$ cat src/rtl/rtbe_pkg.sv
// ----------------------------------------------------------------------------
// rtbe_pkg
// Types, widths and helpers for the Rice / truncated binary encoder.
// ----------------------------------------------------------------------------
package rtbe_pkg;

    localparam int VALUE_BITS   = 10;
    localparam int SEGMENT_BITS = 32;
    localparam int MAX_RICE_K   = 15;
    localparam int RICE_K_W     = 4;
    localparam int SEG_LEN_W    = 6;
    localparam int TOTAL_W      = 11;
    localparam int N_W          = VALUE_BITS + 1;
    localparam int LG_W         = $clog2(N_W);

    typedef struct packed {
        logic                  req_type;
        logic [VALUE_BITS-1:0] code_value;
        logic [RICE_K_W-1:0]   rice_k;
        logic [VALUE_BITS-1:0] max_value;
    } rtbe_req_t;

    typedef struct packed {
        logic [SEGMENT_BITS-1:0] code_bits;
        logic [SEG_LEN_W-1:0]    segment_length;
        logic [TOTAL_W-1:0]      total_length;
        logic                    is_last;
        logic                    value_error;
    } rtbe_seg_t;

    localparam logic REQ_RICE = 1'b0;
    localparam logic REQ_TBIN = 1'b1;

    // floor(log2(n)) for n >= 1
    function automatic logic [LG_W-1:0] floor_log2(input logic [N_W-1:0] n);
        logic [LG_W-1:0] lg;
        lg = '0;
        for (int i = 0; i < N_W; i++)
        begin
            if (n[i])
            begin
                lg = LG_W'(i);
            end
        end
        return lg;
    endfunction

endpackage

$ cat src/rtl/rice_and_truncated_binary_encoder.sv
// ----------------------------------------------------------------------------
// rice_and_truncated_binary_encoder
// Forms a Rice or truncated binary code word and sends it MSB first in
// right-aligned segments, one segment per cycle unless seg_stall holds a valid output.
// ----------------------------------------------------------------------------
//  channel  | dir | handshake            | payload
//  req      | in  | req_valid/req_stall  | rtbe_req_t (type, value, k, max)
//  seg      | out | seg_valid/seg_stall  | rtbe_seg_t (bits, lengths, flags)
//
//  A transaction is latched in ST_IDLE, prepared in ST_SETUP, then sent as
//  segments from ST_EMIT; an error or an empty code word sends a single
//  segment.
//  The segment loop reuses one shift/merge unit; req_stall is high until the
//  last segment is loaded into the output register.
//  seg_stall holds a valid output register and pauses the segment loop.
//  rst_n clears the state and loop registers, not req_reg or out_reg.
// ----------------------------------------------------------------------------
module rice_and_truncated_binary_encoder
    import rtbe_pkg::*;
#(
    parameter int MAX_K = MAX_RICE_K
)
(
    input  logic      clk,
    input  logic      rst_n,
    input  logic      req_valid,
    output logic      req_stall,
    input  rtbe_req_t req,
    output logic      seg_valid,
    input  logic      seg_stall,
    output rtbe_seg_t seg
);

    localparam int K_W    = $clog2(MAX_K + 1);
    localparam int REST_W = (MAX_K + 1 > N_W) ? MAX_K + 1 : N_W;
    localparam int RL_W   = $clog2(REST_W + 1);

    localparam logic [1:0] ST_IDLE  = 2'd0;
    localparam logic [1:0] ST_SETUP = 2'd1;
    localparam logic [1:0] ST_EMIT  = 2'd2;

    logic [1:0]            state_reg, state_next;
    rtbe_req_t             req_reg;
    logic                  err_reg, err_next;
    logic [VALUE_BITS-1:0] ones_reg, ones_next;
    logic [REST_W-1:0]     rest_reg, rest_next;
    logic [RL_W-1:0]       rest_len_reg, rest_len_next;
    logic [TOTAL_W-1:0]    remain_reg, remain_next;
    logic [TOTAL_W-1:0]    total_reg, total_next;
    rtbe_seg_t             out_reg, out_next;
    logic                  out_valid_reg, out_valid_next;

    logic                  out_free;
    logic [K_W-1:0]        k_sat;
    logic [VALUE_BITS-1:0] k_mask;
    logic [N_W-1:0]        n_val;
    logic [LG_W-1:0]       lg;
    logic [N_W:0]          t_wide;
    logic [N_W-1:0]        t_val;
    logic [N_W-1:0]        v_ext;
    logic [SEG_LEN_W-1:0]  seg_len;
    logic [SEG_LEN_W-1:0]  n_ones;
    logic [SEG_LEN_W-1:0]  n_rest;
    logic [SEG_LEN_W-1:0]  rest_shift;
    logic [RL_W-1:0]       rest_len_new;
    logic [SEGMENT_BITS-1:0] ones_field;
    logic [REST_W-1:0]       rest_field;

    assign req_stall = (state_reg != ST_IDLE);
    assign seg_valid = out_valid_reg;
    assign seg       = out_reg;
    assign out_free  = !out_valid_reg || !seg_stall;

    // code parameters
    always_comb
    begin
        if (32'(req_reg.rice_k) > MAX_K)
        begin
            k_sat = K_W'(MAX_K);
        end
        else
        begin
            k_sat = K_W'(req_reg.rice_k);
        end
        k_mask = ~({VALUE_BITS{1'b1}} << k_sat);
        n_val  = N_W'(req_reg.max_value) + N_W'(1);
        lg     = floor_log2(n_val);
        t_wide = ((N_W + 1)'(1) << (lg + LG_W'(1))) - (N_W + 1)'(n_val);
        t_val  = t_wide[N_W-1:0];
        v_ext  = N_W'(req_reg.code_value);
    end

    // segment slice
    always_comb
    begin
        if (remain_reg >= TOTAL_W'(SEGMENT_BITS))
        begin
            seg_len = SEG_LEN_W'(SEGMENT_BITS);
        end
        else
        begin
            seg_len = SEG_LEN_W'(remain_reg);
        end
        if (TOTAL_W'(ones_reg) < TOTAL_W'(seg_len))
        begin
            n_ones = SEG_LEN_W'(ones_reg);
        end
        else
        begin
            n_ones = seg_len;
        end
        n_rest       = seg_len - n_ones;
        rest_shift   = SEG_LEN_W'(rest_len_reg) - n_rest;
        rest_len_new = rest_len_reg - RL_W'(n_rest);
        ones_field   = (~({SEGMENT_BITS{1'b1}} << n_ones)) << n_rest;
        rest_field   = rest_reg >> rest_shift;
    end

    always_comb
    begin
        state_next     = state_reg;
        err_next       = err_reg;
        ones_next      = ones_reg;
        rest_next      = rest_reg;
        rest_len_next  = rest_len_reg;
        remain_next    = remain_reg;
        total_next     = total_reg;
        out_next       = out_reg;
        out_valid_next = out_valid_reg && seg_stall;

        unique case (state_reg)
            ST_IDLE:
            begin
                if (req_valid)
                begin
                    state_next = ST_SETUP;
                end
            end
            ST_SETUP:
            begin
                state_next = ST_EMIT;
                err_next   = 1'b0;
                if (req_reg.req_type == REQ_RICE)
                begin
                    ones_next     = req_reg.code_value >> k_sat;
                    rest_next     = REST_W'(req_reg.code_value & k_mask);
                    rest_len_next = RL_W'(k_sat) + RL_W'(1);
                    total_next    = TOTAL_W'(req_reg.code_value >> k_sat)
                                    + TOTAL_W'(k_sat) + TOTAL_W'(1);
                end
                else
                begin
                    ones_next = '0;
                    err_next  = (req_reg.code_value > req_reg.max_value);
                    if (v_ext < t_val)
                    begin
                        rest_next     = REST_W'(v_ext);
                        rest_len_next = RL_W'(lg);
                        total_next    = TOTAL_W'(lg);
                    end
                    else
                    begin
                        rest_next     = REST_W'(v_ext + t_val);
                        rest_len_next = RL_W'(lg) + RL_W'(1);
                        total_next    = TOTAL_W'(lg) + TOTAL_W'(1);
                    end
                end
                remain_next = total_next;
            end
            ST_EMIT:
            begin
                if (out_free)
                begin
                    out_valid_next = 1'b1;
                    if (err_reg)
                    begin
                        out_next.code_bits      = '0;
                        out_next.segment_length = '0;
                        out_next.total_length   = '0;
                        out_next.is_last        = 1'b1;
                        out_next.value_error    = 1'b1;
                        state_next              = ST_IDLE;
                    end
                    else
                    begin
                        out_next.code_bits      = ones_field
                                                  | SEGMENT_BITS'(rest_field);
                        out_next.segment_length = seg_len;
                        out_next.total_length   = total_reg;
                        out_next.is_last        = (remain_reg == TOTAL_W'(seg_len));
                        out_next.value_error    = 1'b0;
                        ones_next               = ones_reg - VALUE_BITS'(n_ones);
                        rest_len_next           = rest_len_new;
                        rest_next               = rest_reg
                                                  & ~({REST_W{1'b1}} << rest_len_new);
                        remain_next             = remain_reg - TOTAL_W'(seg_len);
                        if (remain_reg == TOTAL_W'(seg_len))
                        begin
                            state_next = ST_IDLE;
                        end
                    end
                end
            end
            default:
            begin
                state_next = ST_IDLE;
            end
        endcase
    end

    always_ff @(posedge clk or negedge rst_n)
    begin
        if (!rst_n)
        begin
            state_reg     <= ST_IDLE;
            out_valid_reg <= 1'b0;
            err_reg       <= 1'b0;
            ones_reg      <= '0;
            rest_reg      <= '0;
            rest_len_reg  <= '0;
            remain_reg    <= '0;
            total_reg     <= '0;
        end
        else
        begin
            state_reg     <= state_next;
            out_valid_reg <= out_valid_next;
            err_reg       <= err_next;
            ones_reg      <= ones_next;
            rest_reg      <= rest_next;
            rest_len_reg  <= rest_len_next;
            remain_reg    <= remain_next;
            total_reg     <= total_next;
        end
    end

    always_ff @(posedge clk)
    begin
        if (state_reg == ST_IDLE && req_valid)
        begin
            req_reg <= req;
        end
        out_reg <= out_next;
    end

endmodule
$ cat config.mk
export PLATFORM = sky130hd
export DESIGN_NAME = rice_and_truncated_binary_encoder
export DESIGN_NICKNAME = d
export VERILOG_FILES = /design/src/rtl/rtbe_pkg.sv /design/src/rtl/rice_and_truncated_binary_encoder.sv
export SDC_FILE = /design/constraint.sdc
export NUM_CORES = 1
export LEC_CHECK = 0
export BUFFER_PORTS_ARGS = -buffer_cell sky130_fd_sc_hd__clkbuf_2
export CORE_ASPECT_RATIO = 1.75
export CORE_UTILIZATION = 38
export CTS_BUF_LIST = sky130_fd_sc_hd__clkbuf_8
export CTS_CLUSTER_SIZE = 40
export DETAILED_ROUTE_END_ITERATION = 6
export PLACE_DENSITY_LB_ADDON = 0.08
export SLEW_MARGIN = 40
export SYNTH_ARGS = -nofsm -noshare
export SYNTH_HDL_FRONTEND = slang
export SYNTH_SLANG_ARGS = --single-unit
$ cat constraint.sdc
create_clock -name clk -period 14.1 [get_ports clk]
set_clock_uncertainty 0.2 [all_clocks]
set_input_delay 1.41 -clock clk [delete_from_list [all_inputs] [get_ports clk]]
set_output_delay 1.41 -clock clk [all_outputs]
set_load 0.03 [all_outputs]
==> flow_metrics.tcl, run 1 <==
set metrics [dict create \
    outcome "finished, violations left" \
    violations "design-rule violations" \
    postCtsSetupBuffers 0 \
    ys_warn_count 0 \
    route.vias.total 11100 \
    ys_ff_latch 133 \
    end_kind "register" \
    synth_area_per_cell_sq_um 8.44 \
    max_slew_margin_pct 42.9 \
    io_pins 82 \
    post-route-drc-count 12 \
    grt_util_met3_pct 3.03 \
    hold_path.class "reg -> reg" \
    fmax_ghz 0.123 \
    rsz_0062_raised_after_global_routing "no" \
    avgViaCountPerCell 5.98 \
    ratio_of_cells_with_drive_above_1_in_the_final_layout_pct 15.0 \
    cts_buffer_depth 2 \
    tritoncts_num_sinks 133 \
    synth_cell_types 107 \
    cap_viol_max_count 0 \
    tightestPinTransition_ns 0.855 \
    grt.met1_usage_pct 26.7 \
    h-tree-depth 4 \
    cts_tree "yes" \
    layout_min_cycle_time_ns 8.13 \
    synth_top_family_by_area "compound AO/OA/AOI/OAI gates" \
    setup-violations-final 0 \
    path_max_fanout 19 \
    synth_edf_count 76 \
    synthCells 1410 \
    simple_gate_portion_of_the_synthesized_area_pct 19.5 \
    final-hold-violation-count 0 \
    area_growth_pct 10.5 \
    total_count_of_max_transition_violations_in_the_final_report 0 \
    drt-pass1-iter-count 7 \
    cts_repair_resize_count 0 \
    synthesis.nets 1517 \
    die_extent_in_y_um 236 \
    grt_use_total_pct 28.1 \
    drt.antenna.violating_nets 0 \
    yosys.area_share.adder_pct 8.75 \
    final_nets 1560 \
    synthXorXnorAreaFrac_pct 3.45 \
    number_of_flip_flops_under_the_largest_register_name 51 \
    grt.met2_usage_pct 54.1 \
    grt_first_pass_wirelength_mm 66.3 \
    postSynth.topFlopCell "sky130_fd_sc_hd__edfxtp_1" \
    cts.clk_slew.worst_paths_ns 0.08 \
    postCtsHoldBufs 0 \
    grt_start_max_net_pins 58 \
    complex_gate_fraction_of_the_synthesized_area_pct 24.3 \
    clk-insertion-delay-late_ns 0.48 \
    wirelength_per_cell_um 23.5 \
    drtIter0Drc 713 \
    first_global_vias 11200 \
    muxShareOfSynthArea_pct 7.20 \
    detail_route.wirelength_mm 43.7 \
    clock_tree.root_cell "sky130_fd_sc_hd__clkbuf_8" \
    critical_path_class "reg -> reg" \
    worstPathRequired_ns 14.20 \
    setup_tns_ns 0 \
    startpoint_type "register" \
    final.fill_count 3149 \
    numCtsBuffers 17 \
    period_share_pct 57.6 \
    initial_utilization_pct 38.7 \
    synth_seq_area_share_pct 31.2 \
    number_of_antenna_violations_at_the_first_check_in_global_routing 0 \
    port-buffer-count 81 \
    die_w_um 136 \
    coreArea_sq_um 30700 \
    async_reset_ff_share_pct 42.9 \
    die-area_sq_um 32100 \
    hpwl_mm 34.4 \
    register_area_sq_um 3710 \
    num_rows 85 \
    routing_layer_with_the_top_usage_in_global_route "met2" \
    gp_congestion 0.980 \
    multi_input_area_sq_um 7580 \
    data_arrival_time_of_the_worst_path_ns 8.23 \
    synth.cell_area_sq_um 11900 \
    global_route.overflow_total 0 \
]
## critical path: stages, from the launching register on
cell and delay (ns):
sky130_fd_sc_hd__dfrtp_1 0.44, sky130_fd_sc_hd__nor3_1 0.27, sky130_fd_sc_hd__nand2_1 0.35, sky130_fd_sc_hd__inv_2 0.33, sky130_fd_sc_hd__nand2_1 0.15, sky130_fd_sc_hd__ha_1 0.37, sky130_fd_sc_hd__nand4_2 0.16, sky130_fd_sc_hd__or2_4 0.30
sky130_fd_sc_hd__o211ai_4 0.54, sky130_fd_sc_hd__buf_6 0.24, sky130_fd_sc_hd__mux2i_1 0.39, sky130_fd_sc_hd__inv_1 0.13, sky130_fd_sc_hd__ha_1 0.69, sky130_fd_sc_hd__inv_1 0.30, sky130_fd_sc_hd__ha_1 0.28, sky130_fd_sc_hd__fa_1 0.43
sky130_fd_sc_hd__nand2b_1 0.18, sky130_fd_sc_hd__and2_1 0.18, sky130_fd_sc_hd__and4_1 0.19, sky130_fd_sc_hd__mux2_2 0.26, sky130_fd_sc_hd__nor4b_2 0.26, sky130_fd_sc_hd__buf_4 0.26, sky130_fd_sc_hd__and2_0 0.37, sky130_fd_sc_hd__nand3_1 0.31
sky130_fd_sc_hd__o32ai_1 0.34
## final cells by class
cell class	instances	share of cell area, %
inverter	81	2.35
clock buffer	17	1.78
clock inverter	14	1.77
multi-input combinational	1115	57.7
antenna	1	0.0190
tap	391	3.72
timing repair buffer	105	4.51
sequential	133	28.2
## cells in the mapped netlist, types with 6 or more instances
| cell type | count | area [sq um] |
|---|---|---|
| sky130_fd_sc_hd__nand2_1 | 163 | 612 |
| sky130_fd_sc_hd__nor2_1 | 137 | 514 |
| sky130_fd_sc_hd__a21oi_1 | 84 | 420 |
| sky130_fd_sc_hd__o21ai_0 | 83 | 415 |
| sky130_fd_sc_hd__edfxtp_1 | 76 | 2280 |
| sky130_fd_sc_hd__ha_1 | 72 | 901 |
| sky130_fd_sc_hd__inv_1 | 72 | 270 |
| sky130_fd_sc_hd__clkbuf_1 | 58 | 218 |
| sky130_fd_sc_hd__dfrtp_1 | 57 | 1430 |
| sky130_fd_sc_hd__nand3_1 | 41 | 205 |
| sky130_fd_sc_hd__nor3_1 | 39 | 195 |
| sky130_fd_sc_hd__nor2b_1 | 36 | 225 |
| sky130_fd_sc_hd__mux2i_1 | 34 | 340 |
| sky130_fd_sc_hd__xnor2_1 | 31 | 272 |
| sky130_fd_sc_hd__o21ai_1 | 21 | 105 |
| sky130_fd_sc_hd__a31oi_1 | 20 | 125 |
| sky130_fd_sc_hd__a21o_1 | 19 | 143 |
| sky130_fd_sc_hd__mux2_2 | 19 | 214 |
| sky130_fd_sc_hd__a211oi_1 | 15 | 113 |
| sky130_fd_sc_hd__o211ai_1 | 15 | 113 |
| sky130_fd_sc_hd__o21a_1 | 15 | 113 |
| sky130_fd_sc_hd__o22ai_1 | 15 | 93.8 |
| sky130_fd_sc_hd__xor2_1 | 14 | 123 |
| sky130_fd_sc_hd__buf_2 | 13 | 65.1 |
| sky130_fd_sc_hd__nand2b_1 | 13 | 81.3 |
| sky130_fd_sc_hd__o2111ai_1 | 12 | 105 |
| sky130_fd_sc_hd__nand4_1 | 10 | 62.6 |
| sky130_fd_sc_hd__a221oi_1 | 9 | 78.8 |
| sky130_fd_sc_hd__o311ai_0 | 9 | 78.8 |
| sky130_fd_sc_hd__or3_1 | 8 | 50.1 |
| sky130_fd_sc_hd__and2_1 | 7 | 43.8 |
| sky130_fd_sc_hd__mux4_2 | 7 | 158 |
| sky130_fd_sc_hd__nor4_1 | 7 | 43.8 |
| sky130_fd_sc_hd__a22oi_1 | 6 | 45.0 |
| sky130_fd_sc_hd__a32oi_1 | 6 | 52.6 |
| sky130_fd_sc_hd__fa_1 | 6 | 120 |
| sky130_fd_sc_hd__o221ai_1 | 6 | 52.6 |
| sky130_fd_sc_hd__o31ai_1 | 6 | 45.0 |
| sky130_fd_sc_hd__or2_2 | 6 | 37.5 |
## stage by stage
step / instance area, sq um / util, % / worst slack [ns] / hold WS [ns] / cells
2_1_floorplan: 11900 / - / 7.27 / 0.223 / 1410
3_3_place_gp: 12600 / 41.1 / 6.27 / 0.259 / 1824
3_5_place_dp: 12700 / 41.2 / 6.05 / 0.265 / 1825
4_1_cts: 13100 / 42.7 / 6.01 / 0.285 / 1856
5_1_grt: 13100 / 42.8 / 5.45 / 0.325 / 1856
6_report: 13200 / 42.8 / 5.97 / 0.280 / 1857
## metal layers
metal	vias to the layer above	share of wire (%)
li1	5289	-
met1	5359	34
met3	137	2.6
met5	-	0
met4	0	7.3
met2	322	56
## path summary, 6_finish.rpt
| path | from | endpoint | slack, ns | cells past startpoint |
|---|---|---|---|---|
| max in group asynchronous | rst_n | total_reg[3] | 12.48 | 2 |
| setup reg to reg | remain_reg[10] | seg[34] | 5.97 | 24 |
| hold reg to reg | total_reg[3] | total_reg[3] | 0.28 | 2 |
| min in group asynchronous | rst_n | ones_reg[8] | 0.78 | 2 |
| hold / removal | total_reg[3] | total_reg[3] | 0.28 | 2 |
| setup / recovery | remain_reg[10] | seg[34] | 5.97 | 24 |
## logic make-up after synthesis
kind of cell,count (synthesis)
xor gates and xnor gates,46
other,1
AOI/OAI and AO/OA,422
buffers and inverters,162
adders and majority gates,80
DFF,133
muxes,70
and+or+nand+nor,496
## cell usage in the layout (no fill, tap or decap), types with 12 or more instances in the layout
master / n
sky130_fd_sc_hd__o211ai_1: 15
sky130_fd_sc_hd__a31oi_1: 20
sky130_fd_sc_hd__edfxtp_1: 76
sky130_fd_sc_hd__a211oi_1: 14
sky130_fd_sc_hd__nor2_1: 135
sky130_fd_sc_hd__a21oi_1: 82
sky130_fd_sc_hd__nor3_1: 37
sky130_fd_sc_hd__a21o_1: 19
sky130_fd_sc_hd__o21ai_1: 21
sky130_fd_sc_hd__nand3_1: 41
sky130_fd_sc_hd__xnor2_1: 30
sky130_fd_sc_hd__mux2i_1: 33
sky130_fd_sc_hd__clkbuf_8: 17
sky130_fd_sc_hd__xor2_1: 13
sky130_fd_sc_hd__o22ai_1: 15
sky130_fd_sc_hd__nand2_1: 163
sky130_fd_sc_hd__inv_1: 74
sky130_fd_sc_hd__clkbuf_2: 81
sky130_fd_sc_hd__mux2_2: 19
sky130_fd_sc_hd__o21a_1: 15
sky130_fd_sc_hd__dfrtp_1: 57
sky130_fd_sc_hd__ha_1: 72
sky130_fd_sc_hd__buf_4: 22
sky130_fd_sc_hd__nor2b_1: 35
sky130_fd_sc_hd__o21ai_0: 83
sky130_fd_sc_hd__o2111ai_1: 12
sky130_fd_sc_hd__nand2b_1: 13
Power of run 1 is left out: the tool's default activity adds up to more than one toggle a clock period on the data nets, which glitch-free logic cannot reach.
==> run 2: changes to the inputs <==
- clock period: 14.1 -> 6.8 ns (I/O delays scaled with it)
==> flow_metrics.tcl, run 2 (same netlist as run 1, synthesis figures left out) <==
set metrics [dict create \
    outcome "finished, final reports clean" \
    rsz_0062_raised_after_global_routing "no" \
    period_share_pct 93.0 \
    startpoint_type "register" \
    numCtsBuffers 17 \
    layout_min_cycle_time_ns 6.32 \
    io_pins 82 \
    die_extent_in_y_um 236 \
    num_rows 85 \
    end_kind "register" \
    max_slew_margin_pct 41.8 \
    final-hold-violation-count 0 \
    critical_path.cell_chain "nor3_1 > nand2_1 > inv_2 > nand2_1 > ha_1 > nand4_2 > or2_4 > o211ai_4 > buf_4 > mux2i_1 > inv_1 > ha_1 > a21oi_1 > xnor2_1 > clkinv_1 > ha_1 > and4_1 > mux2_2 > nor4b_4 > and2_0 > nand3_1 > o32ai_1" \
    setup_tns_ns 0 \
    h-tree-depth 4 \
    grt_use_total_pct 28.5 \
    die-area_sq_um 32100 \
    total_count_of_max_transition_violations_in_the_final_report 0 \
    coreArea_sq_um 30700 \
    initial_utilization_pct 38.7 \
    timing.critical_path.slowest_cell_delay_ns 0.51 \
    gp_congestion 0.954 \
    drt-pass1-iter-count 6 \
    r2r_cells 22 \
    ratio_of_cells_with_drive_above_1_in_the_final_layout_pct 17.9 \
    first_global_vias 11400 \
    tightestPinTransition_ns 0.866 \
    clk-insertion-delay-late_ns 0.50 \
    tritoncts_num_sinks 133 \
    grt_first_pass_wirelength_mm 67.0 \
    die_w_um 136 \
    cap_viol_max_count 0 \
    drt.antenna.violating_nets 0 \
    most-common-layout-cells "162 x sky130_fd_sc_hd__nand2_1, 135 x sky130_fd_sc_hd__nor2_1, 82 x sky130_fd_sc_hd__clkbuf_2" \
    worst_path_most_repeated_cell "sky130_fd_sc_hd__ha_1" \
    post-route-drc-count 0 \
    area_growth_pct 12.9 \
    fmax_ghz 0.158 \
    path_max_fanout 8 \
    avgViaCountPerCell 6.03 \
    final.fill_count 3128 \
    number_of_flip_flops_under_the_largest_register_name 51 \
    port-buffer-count 81 \
    cts_tree "yes" \
    grt_start_max_net_pins 58 \
    r2r-start "remain_reg[10]" \
    detail_route.wirelength_mm 44.8 \
    worstPathRequired_ns 6.90 \
    setup-violations-final 0 \
    critical_path_class "reg -> reg" \
    wirelength_per_cell_um 23.5 \
    worstSetupEndpoint "seg[34]" \
    cts.clk_slew.worst_paths_ns 0.09 \
    hpwl_mm 35.4 \
    number_of_antenna_violations_at_the_first_check_in_global_routing 0 \
    slowest_stage "sky130_fd_sc_hd__mux2i_1" \
    cts_buffer_depth 2 \
    reg2reg_slack_ns 0.48 \
    data_arrival_time_of_the_worst_path_ns 6.43 \
    crit-reg2reg-capture "seg[34]" \
    hold_path.class "in -> async" \
    final_nets 1608 \
    final_common_cell "sky130_fd_sc_hd__nand2_1" \
    postCtsHoldBufs 0 \
    route.vias.total 11500 \
    global_route.overflow_total 0 \
    worst_setup_path_startpoint "remain_reg[10]" \
    drtIter0Drc 687 \
    clock_tree.root_cell "sky130_fd_sc_hd__clkbuf_8" \
]
==> run 2: through the flow <==
step	util (%)	instance area, sq um	std cells	hold WS [ns]	setup WS [ns]
5_1_grt	43.7	13400	1905	0.0525	0.00405
3_5_place_dp	42.3	13000	1870	0.270	0.0853
3_3_place_gp	42.3	13000	1870	0.260	0.197
6_report	43.7	13400	1907	0.0252	0.477
4_1_cts	43.5	13400	1902	0.132	0.0609
2_1_floorplan	-	11900	1410	0.184	0.122
==> run 2: what timing repair did <==
action,in CTS,in global routing
gates resized for setup,0,14
endpoints found under the setup margin,0,23
buffers inserted,0,2
==> run 2: worst min path at each step <==
stage                        startpoint       endpoint  slack [ns]
after floorplan                   rst_n        err_reg        0.18
after global placement     total_reg[4]   total_reg[4]        0.26
after detailed placement  total_reg[10]  total_reg[10]        0.27
after CTS                        req[0]     req_reg[0]        0.13
after global routing              rst_n      seg_valid        0.05
final                             rst_n      seg_valid        0.03
==> run 2: metal layers <==
metal | up-vias | part of all wire [%] | global-route usage, %
li1 | 5381 | - | -
met1 | 5533 | 33 | 26.0
met2 | 418 | 56 | 55.4
met3 | 159 | 3.2 | 3.31
met4 | 0 | 8.3 | 21.5
met5 | - | 0 | 0
==> run 2: area by class of cell <==
class / instances / area [sq um] / share of cell area [%]
repair buffers: 153 / 951 / 7.08
clock inverters: 12 / 95.1 / 0.708
flip-flops and latches: 133 / 3710 / 27.6
inverters: 81 / 309 / 2.30
diodes: 2 / 5.00 / 0.0372
multi-input cells: 1115 / 7610 / 56.6
clock buffers: 20 / 275 / 2.05
well taps: 391 / 489 / 3.64
==> run 2: worst max-delay path, delay by kind of cell, from the launching register on <==
| family | cells | cell delay [ns] |
|---|---|---|
| compound gates | 3 | 0.80 |
| buf+inv | 4 | 0.60 |
| mux | 2 | 0.79 |
| flops | 1 | 0.45 |
| fa+ha+maj | 3 | 1.08 |
| simple gates | 9 | 2.02 |
| xor+xnor | 1 | 0.17 |
Power of run 2 is left out for the same reason.
==> run 3: changes to the inputs <==
- CORE_UTILIZATION: 38 -> 55
==> flow_metrics.tcl, run 3 (same netlist as run 1, synthesis figures left out) <==
set metrics [dict create \
    cts_repair_resize_count 0 \
    die-area_sq_um 22200 \
    port-buffer-count 81 \
    most-common-layout-cells "162 x sky130_fd_sc_hd__nand2_1, 135 x sky130_fd_sc_hd__nor2_1, 82 x sky130_fd_sc_hd__a21oi_1" \
    cts_buffer_depth 2 \
    clock_tree.root_cell "sky130_fd_sc_hd__clkbuf_8" \
    final_nets 1602 \
    postCtsSetupBuffers 0 \
    initial_utilization_pct 56.6 \
    hpwl_mm 32.5 \
    number_of_flip_flops_under_the_largest_register_name 51 \
    drt-pass1-iter-count 6 \
    path_max_fanout 16 \
    postCtsHoldBufs 0 \
    detail_route.wirelength_mm 42.1 \
    layout_min_cycle_time_ns 6.38 \
    avgViaCountPerCell 6.61 \
    fmax_ghz 0.157 \
    coreArea_sq_um 21000 \
    cts.clk_slew.worst_paths_ns 0.08 \
    finalCoreUtilization_pct 63.2 \
    worstPathRequired_ns 6.95 \
    first_global_vias 11600 \
    tritoncts_num_sinks 133 \
    setup-violations-final 0 \
    area_growth_pct 11.6 \
    ratio_of_cells_with_drive_above_1_in_the_final_layout_pct 17.6 \
    grt_use_total_pct 39.2 \
    tightestPinTransition_ns 0.943 \
    hold_path.class "in -> async" \
    grt_start_max_net_pins 58 \
    startpoint_type "register" \
    end_kind "register" \
    wirelength_per_cell_um 23.9 \
    die_extent_in_y_um 197 \
    die_w_um 113 \
    timing.critical_path.slowest_cell_delay_ns 0.57 \
    critical_path_class "reg -> reg" \
    post-route-drc-count 0 \
    drtIter0Drc 1087 \
    setup_tns_ns 0 \
    final_common_cell "sky130_fd_sc_hd__nand2_1" \
    period_share_pct 93.9 \
    cts_tree "yes" \
    worst_setup_path_startpoint "req_reg[1]" \
    grt_first_pass_wirelength_mm 64.6 \
    numCtsBuffers 17 \
    rsz_0062_raised_after_global_routing "no" \
    slowest_stage "sky130_fd_sc_hd__or4_4" \
    route.vias.total 11600 \
    drt.antenna.violating_nets 0 \
    r2r-start "req_reg[1]" \
    h-tree-depth 4 \
    io_pins 82 \
    antenna_cells 0 \
    gp_congestion 0.997 \
    worst_path_dominant_cell_family "simple AND/OR/NAND/NOR gates" \
    cap_viol_max_count 0 \
    clk-insertion-delay-late_ns 0.46 \
    number_of_antenna_violations_at_the_first_check_in_global_routing 0 \
    total_count_of_max_transition_violations_in_the_final_report 0 \
    path_buf_inv 3 \
    global_route.overflow_total 0 \
    final-hold-violation-count 0 \
    outcome "finished, final reports clean" \
    data_arrival_time_of_the_worst_path_ns 6.53 \
    num_rows 70 \
    max_slew_margin_pct 36.7 \
]
## run 3: final timing paths
check	endpoint	slack, ns	depth (start not counted)
min in group clk	req_reg[9]	0.19	1
max in group asynchronous	rest_reg[11]	5.71	2
hold reg to reg	total_reg[7]	0.28	2
setup / recovery	rest_reg[9]	0.42	27
hold / removal	ones_reg[8]	0.16	2
setup reg to reg	rest_reg[9]	0.42	27
## run 3: through the flow
step	std cells	area, sq um	hold slack, ns	setup slack (ns)
floorplan	1410	11900	0.184	0.122
global placement	1726	12800	0.262	0.149
detailed placement	1726	12800	0.264	0.0114
CTS	1758	13200	0.161	0.00293
global route	1760	13300	0.168	0.0107
finish	1760	13300	0.161	0.418
## run 3: layout make-up
cell class	count	area [sq um]
fill	1887	7740
sequential	133	3710
clock inverter	15	156
clock buffer	17	234
inverter	81	309
multi-input combinational	1115	7640
tap	252	315
timing repair buffer	147	913
## run 3: layer usage
metal / track usage, % / share of wire, % / up-vias
met5: 0 / 0 / -
met3: 8.03 / 5.2 / 235
met1: 35.8 / 32 / 5510
li1: - / - / 5369
met2: 69.2 / 51 / 528
met4: 40.4 / 12 / 0
Power of run 3 is left out for the same reason.
